`src/hdl/lmp_ram.sv`:
```
// Generic single-write, single-read synchronous RAM with registered read.
// No dependencies; read-first when both ports hit the same address.
module lmp_ram #(
   parameter int WIDTH  = 32,
   parameter int DEPTH  = 4,
   parameter int ADDR_W = (DEPTH > 1) ? $clog2(DEPTH) : 1
) (
   input  logic              clock,
   input  logic              wr_en,
   input  logic [ADDR_W-1:0] wr_addr,
   input  logic [WIDTH-1:0]  wr_data,
   input  logic              rd_en,
   input  logic [ADDR_W-1:0] rd_addr,
   output logic [WIDTH-1:0]  rd_data
);

   logic [WIDTH-1:0] mem_ff [DEPTH];
   logic [WIDTH-1:0] rd_data_ff;

   always_ff @(posedge clock) begin
      if (wr_en) begin
         mem_ff[wr_addr] <= wr_data;
      end
      if (rd_en) begin
         rd_data_ff <= mem_ff[rd_addr];
      end
   end

   assign rd_data = rd_data_ff;

endmodule

```
`config.mk`:
```
export PLATFORM = sky130hd
export DESIGN_NAME = lmp_ram
export DESIGN_NICKNAME = d
export VERILOG_FILES = /design/src/hdl/lmp_ram.sv
export SDC_FILE = /design/constraint.sdc
export NUM_CORES = 1
export LEC_CHECK = 0
export BUFFER_PORTS_ARGS = -buffer_cell sky130_fd_sc_hd__clkbuf_2
export CORE_ASPECT_RATIO = 1.5
export CORE_MARGIN = 2
export CORE_UTILIZATION = 45
export DETAILED_ROUTE_END_ITERATION = 10
export GPL_ROUTABILITY_DRIVEN = 0
export PLACE_DENSITY_LB_ADDON = 0.1
export SLEW_MARGIN = 10
export SYNTH_ARGS = -nofsm -noshare
export SYNTH_HDL_FRONTEND = slang
export SYNTH_SLANG_ARGS = --single-unit
```
`constraint.sdc`:
```
create_clock -name clock -period 6.3 [get_ports clock]
set_input_delay 0.945 -clock clock [delete_from_list [all_inputs] [get_ports clock]]
set_output_delay 0.945 -clock clock [all_outputs]
set_load 0.01 [all_outputs]
```
==> impl_results.html <==
<table>
<tr><th>Metric</th><th>Value</th></tr>
<tr><th colspan="2">Run status</th></tr>
<tr><td>Outcome</td><td>finished clean</td></tr>
<tr><th colspan="2">Synthesis</th></tr>
<tr><td>Count of warnings emitted by yosys</td><td>0</td></tr>
<tr><td>Proportion of synthesized chip area in sequential cells</td><td>85.0%</td></tr>
<tr><td>Netlist area before placement</td><td>0.00565 mm²</td></tr>
<tr><td>Leading cell types by total area after synthesis</td><td>sky130_fd_sc_hd__edfxtp_1 (85%), sky130_fd_sc_hd__mux4_2 (12%), sky130_fd_sc_hd__buf_12 (1.1%)</td></tr>
<tr><td>Predominant post-synthesis flop cell</td><td>sky130_fd_sc_hd__edfxtp_1</td></tr>
<tr><td>Mean post-synth cell area</td><td>27.8 µm²</td></tr>
<tr><td>Net Count, Synth</td><td>242</td></tr>
<tr><td>Number of register bits inferred by synthesis</td><td>160</td></tr>
<tr><td>Top cell types by occurrence after synthesis</td><td>sky130_fd_sc_hd__edfxtp_1 (160), sky130_fd_sc_hd__mux4_2 (30), sky130_fd_sc_hd__buf_12 (3), sky130_fd_sc_hd__buf_2 (3)</td></tr>
<tr><td>Most common cell in the netlist</td><td>sky130_fd_sc_hd__edfxtp_1</td></tr>
<tr><td>Async set-or-reset flop fraction in the synthesized netlist</td><td>0%</td></tr>
<tr><td>Count of flip-flops with a built-in enable after synthesis</td><td>160</td></tr>
<tr><td>Post-synthesis cell count</td><td>203</td></tr>
<tr><td>Unique masters post-synth</td><td>9</td></tr>
<tr><td>Largest area contributor in the netlist</td><td>sky130_fd_sc_hd__edfxtp_1</td></tr>
<tr><td>Top cell type's share of synthesized area</td><td>85.0%</td></tr>
<tr><th colspan="2">Setup path</th></tr>
<tr><td>Worst setup path endpoint</td><td>rd_data[31]$_DFFE_PP_</td></tr>
<tr><td>Critical path buffer and inverter count</td><td>2</td></tr>
<tr><td>List of cells traversed by the critical path</td><td>clkbuf_2, buf_4, mux4_1</td></tr>
<tr><td>Register-to-register setup slack</td><td>5200 ps</td></tr>
<tr><td>Worst path top cell family by delay</td><td>multiplexers</td></tr>
<tr><td>Startpoint of the worst setup timing path</td><td>rd_addr[0]</td></tr>
<tr><td>Logic depth of the worst register-to-register path</td><td>1</td></tr>
<tr><td>Biggest cell delay along the critical path</td><td>620 ps</td></tr>
<tr><td>Kind of end point of the critical path</td><td>flip-flop</td></tr>
<tr><td>WP data required</td><td>6440 ps</td></tr>
<tr><td>Reg-to-Reg End</td><td>rd_data[16]$_DFFE_PP_</td></tr>
<tr><td>CP Max Fanout</td><td>32</td></tr>
<tr><td>Endpoint arrival time on the critical path</td><td>2200 ps</td></tr>
<tr><td>Critical path start-end classification</td><td>primary input to flip-flop</td></tr>
<tr><td>Number of stages on the worst setup path</td><td>3</td></tr>
<tr><td>Launching element type of the critical path</td><td>primary input</td></tr>
<tr><td>Slowest library cell on the worst path</td><td>sky130_fd_sc_hd__mux4_1</td></tr>
<tr><td>Reg-to-reg critical path startpoint</td><td>mem_ff[0][16]$_DFFE_PP_</td></tr>
<tr><th colspan="2">Clock network</th></tr>
<tr><td>Maximum clock insertion buffer count</td><td>2</td></tr>
<tr><td>Clock tree from TritonCTS</td><td>built</td></tr>
<tr><td>Resized Gates After CTS</td><td>0</td></tr>
<tr><td>Number of sinks driven by the clock tree</td><td>160</td></tr>
<tr><td>Root buffer selected by CTS</td><td>sky130_fd_sc_hd__clkbuf_16</td></tr>
<tr><td>Clk_lat worst skew</td><td>410 ps</td></tr>
<tr><td>Post-CTS setup buffers</td><td>0</td></tr>
<tr><td>Maximum level of the CTS H-tree</td><td>4</td></tr>
<tr><td>Number of buffers added to fix hold violations after cts</td><td>0</td></tr>
<tr><td>Number of buffers created by CTS</td><td>17</td></tr>
<tr><td>Clock-pin transition on the worst setup and hold timing paths</td><td>60 ps</td></tr>
<tr><th colspan="2">Timing</th></tr>
<tr><td>Worst slew pin tran</td><td>998 ps</td></tr>
<tr><td>Final Hold Violating Endpoints</td><td>0</td></tr>
<tr><td>Fin. max-slew vios</td><td>0</td></tr>
<tr><td>Final setup skew</td><td>5.27 ps</td></tr>
<tr><td>Upper clock frequency limit</td><td>0.487 GHz</td></tr>
<tr><td>Post-route clock period utilization</td><td>32.6%</td></tr>
<tr><td>Rel. slew slack</td><td>33.5%</td></tr>
<tr><td>Unrepaired setup endpoints after global routing</td><td>no</td></tr>
<tr><td>Crit path time final</td><td>2050 ps</td></tr>
<tr><td>Setup TNS Final</td><td>0 ps</td></tr>
<tr><td>Total of endpoints with negative setup slack in the final report</td><td>0</td></tr>
<tr><th colspan="2">Pwr</th></tr>
<tr><td>Worst IR drop on VDD</td><td>0.000214 V</td></tr>
<tr><td>Leakage power</td><td>2.31 nW</td></tr>
<tr><td>Cell area power density</td><td>351 mW/mm²</td></tr>
<tr><td>Post-route total power</td><td>0.00236 W</td></tr>
<tr><th colspan="2">Routing</th></tr>
<tr><td>Detailed-route wire length per cell</td><td>19.6 µm</td></tr>
<tr><td>Number of nets still failing antenna checks after routing</td><td>0</td></tr>
<tr><td>Initial drt markers</td><td>128</td></tr>
<tr><td>Routed via count divided by cell count</td><td>5.15</td></tr>
<tr><td>Residual DRC count</td><td>0</td></tr>
<tr><td>Routed via count</td><td>2350</td></tr>
<tr><td>DRT Pass-1 Iters</td><td>4</td></tr>
<tr><td>Routed WL</td><td>8950 µm</td></tr>
<tr><th colspan="2">Final layout</th></tr>
<tr><td>Net count, final</td><td>326</td></tr>
<tr><td>Antenna diode count</td><td>0</td></tr>
<tr><td>Area added between synthesis and finish</td><td>18.8%</td></tr>
<tr><td>Number of fill cells in the layout</td><td>996</td></tr>
<tr><td>Sequential cell area in the final layout</td><td>0.00480 mm²</td></tr>
<tr><td>Area occupied by multi-input gates</td><td>768 µm²</td></tr>
<tr><td>Share of post-route cells with drive strength above 1</td><td>46.0%</td></tr>
<tr><th colspan="2">Floorplanning</th></tr>
<tr><td>Floorplan row count</td><td>50</td></tr>
<tr><td>Die boundary height</td><td>141 µm</td></tr>
<tr><td>I/O pins</td><td>71</td></tr>
<tr><td>Die Width</td><td>95.5 µm</td></tr>
<tr><td>Floorplan Core Area</td><td>0.0124 mm²</td></tr>
<tr><td>Initial core utilization</td><td>45.6%</td></tr>
<tr><td>Floorplan die area</td><td>0.0135 mm²</td></tr>
<tr><th colspan="2">GRT</th></tr>
<tr><td>Maximum number of pins on one net before global-route repair</td><td>33</td></tr>
<tr><td>Total overflow reported by the global router</td><td>0</td></tr>
<tr><td>First-pass GRT wire length</td><td>14200 µm</td></tr>
<tr><td>Antenna violations before repair</td><td>0</td></tr>
<tr><td>Number of global-route vias before repair</td><td>2534</td></tr>
<tr><td>Global routing usage summed across all routing layers</td><td>15.0%</td></tr>
<tr><th colspan="2">Placed design</th></tr>
<tr><td>Count of buffers inserted at the top-level ports</td><td>70</td></tr>
<tr><th colspan="2">Run</th></tr>
<tr><td>Max capacitance violation total</td><td>0</td></tr>
<tr><th colspan="2">Worst hold path</th></tr>
<tr><td>Worst min-delay path class</td><td>flip-flop to flip-flop</td></tr>
</table>
-- worst min path at each step --
stage,start,end,slack (ps),cells past startpoint
after floorplan,mem_ff[3][0]$_DFFE_PP_,rd_data[0]$_DFFE_PP_,590,1
after global placement,mem_ff[3][31]$_DFFE_PP_,rd_data[31]$_DFFE_PP_,600,1
after detailed placement,mem_ff[3][0]$_DFFE_PP_,rd_data[0]$_DFFE_PP_,600,1
after CTS,mem_ff[3][0]$_DFFE_PP_,rd_data[0]$_DFFE_PP_,620,1
after global routing,mem_ff[3][8]$_DFFE_PP_,rd_data[8]$_DFFE_PP_,640,1
final,mem_ff[0][0]$_DFFE_PP_,rd_data[0]$_DFFE_PP_,620,1
-- power breakdown --
part	internal [W]	switching, W
Sequential	0.00124	0.0000134
Combinational	0.0000498	0.0000591
Clock	0.000588	0.000409
-- through the flow --
| stage | cells | instance area, µm² | hold slack (ps) | worst slack (ps) | util (%) |
|---|---|---|---|---|---|
| 3_3_place_gp | 424 | 6130 | 600 | 3770 | 49.5 |
| 2_1_floorplan | 203 | 5650 | 593 | 2480 | - |
| 4_1_cts | 456 | 6720 | 616 | 4220 | 54.2 |
| 6_report | 456 | 6720 | 617 | 4250 | 54.2 |
| 5_1_grt | 456 | 6720 | 637 | 4120 | 54.2 |
| 3_5_place_dp | 424 | 6130 | 604 | 3770 | 49.5 |
-- sequential cells by signal (all words and copies together) (netlist names) --
register and cells:
rd_data 32, mem_ff 128
-- placed cells by master, fill, tap and decap left out --
cell	count
sky130_fd_sc_hd__clkinv_2	4
sky130_fd_sc_hd__edfxtp_1	160
sky130_fd_sc_hd__clkinvlp_4	2
sky130_fd_sc_hd__nor3b_2	1
sky130_fd_sc_hd__mux4_2	30
sky130_fd_sc_hd__inv_6	6
sky130_fd_sc_hd__and3_2	1
sky130_fd_sc_hd__clkbuf_16	17
sky130_fd_sc_hd__bufinv_16	2
sky130_fd_sc_hd__mux4_1	2
sky130_fd_sc_hd__clkinv_4	1
sky130_fd_sc_hd__and3b_2	2
sky130_fd_sc_hd__clkbuf_2	70
sky130_fd_sc_hd__buf_4	2
-- cell type report --
| cell class | count | area share, % |
|---|---|---|
| clock buffers | 17 | 6.34 |
| clock inverters | 15 | 2.33 |
| well taps | 156 | 2.91 |
| multi-input cells | 36 | 11.4 |
| flip-flops and latches | 160 | 71.5 |
| repair buffers | 72 | 5.44 |
-- kinds of logic (layout without fill, tap and decap cells) --
family	after synthesis	count (layout)	synth area share [%]
DFF	160	160	85.0
muxes	32	32	12.9
buffers and inverters	7	104	1.53
and+or+nand+nor	4	4	0.554
-- routing by layer --
| metal | global-route usage, % | up-vias | routed length, µm |
|---|---|---|---|
| li1 | - | 1051 | - |
| met1 | 19.8 | 1225 | 3760 |
| met2 | 23.5 | 63 | 4730 |
| met3 | 4.97 | 11 | 366 |
| met4 | 5.19 | 0 | 107 |
| met5 | 0 | - | 0 |
(Power assumes the default switching activity.)
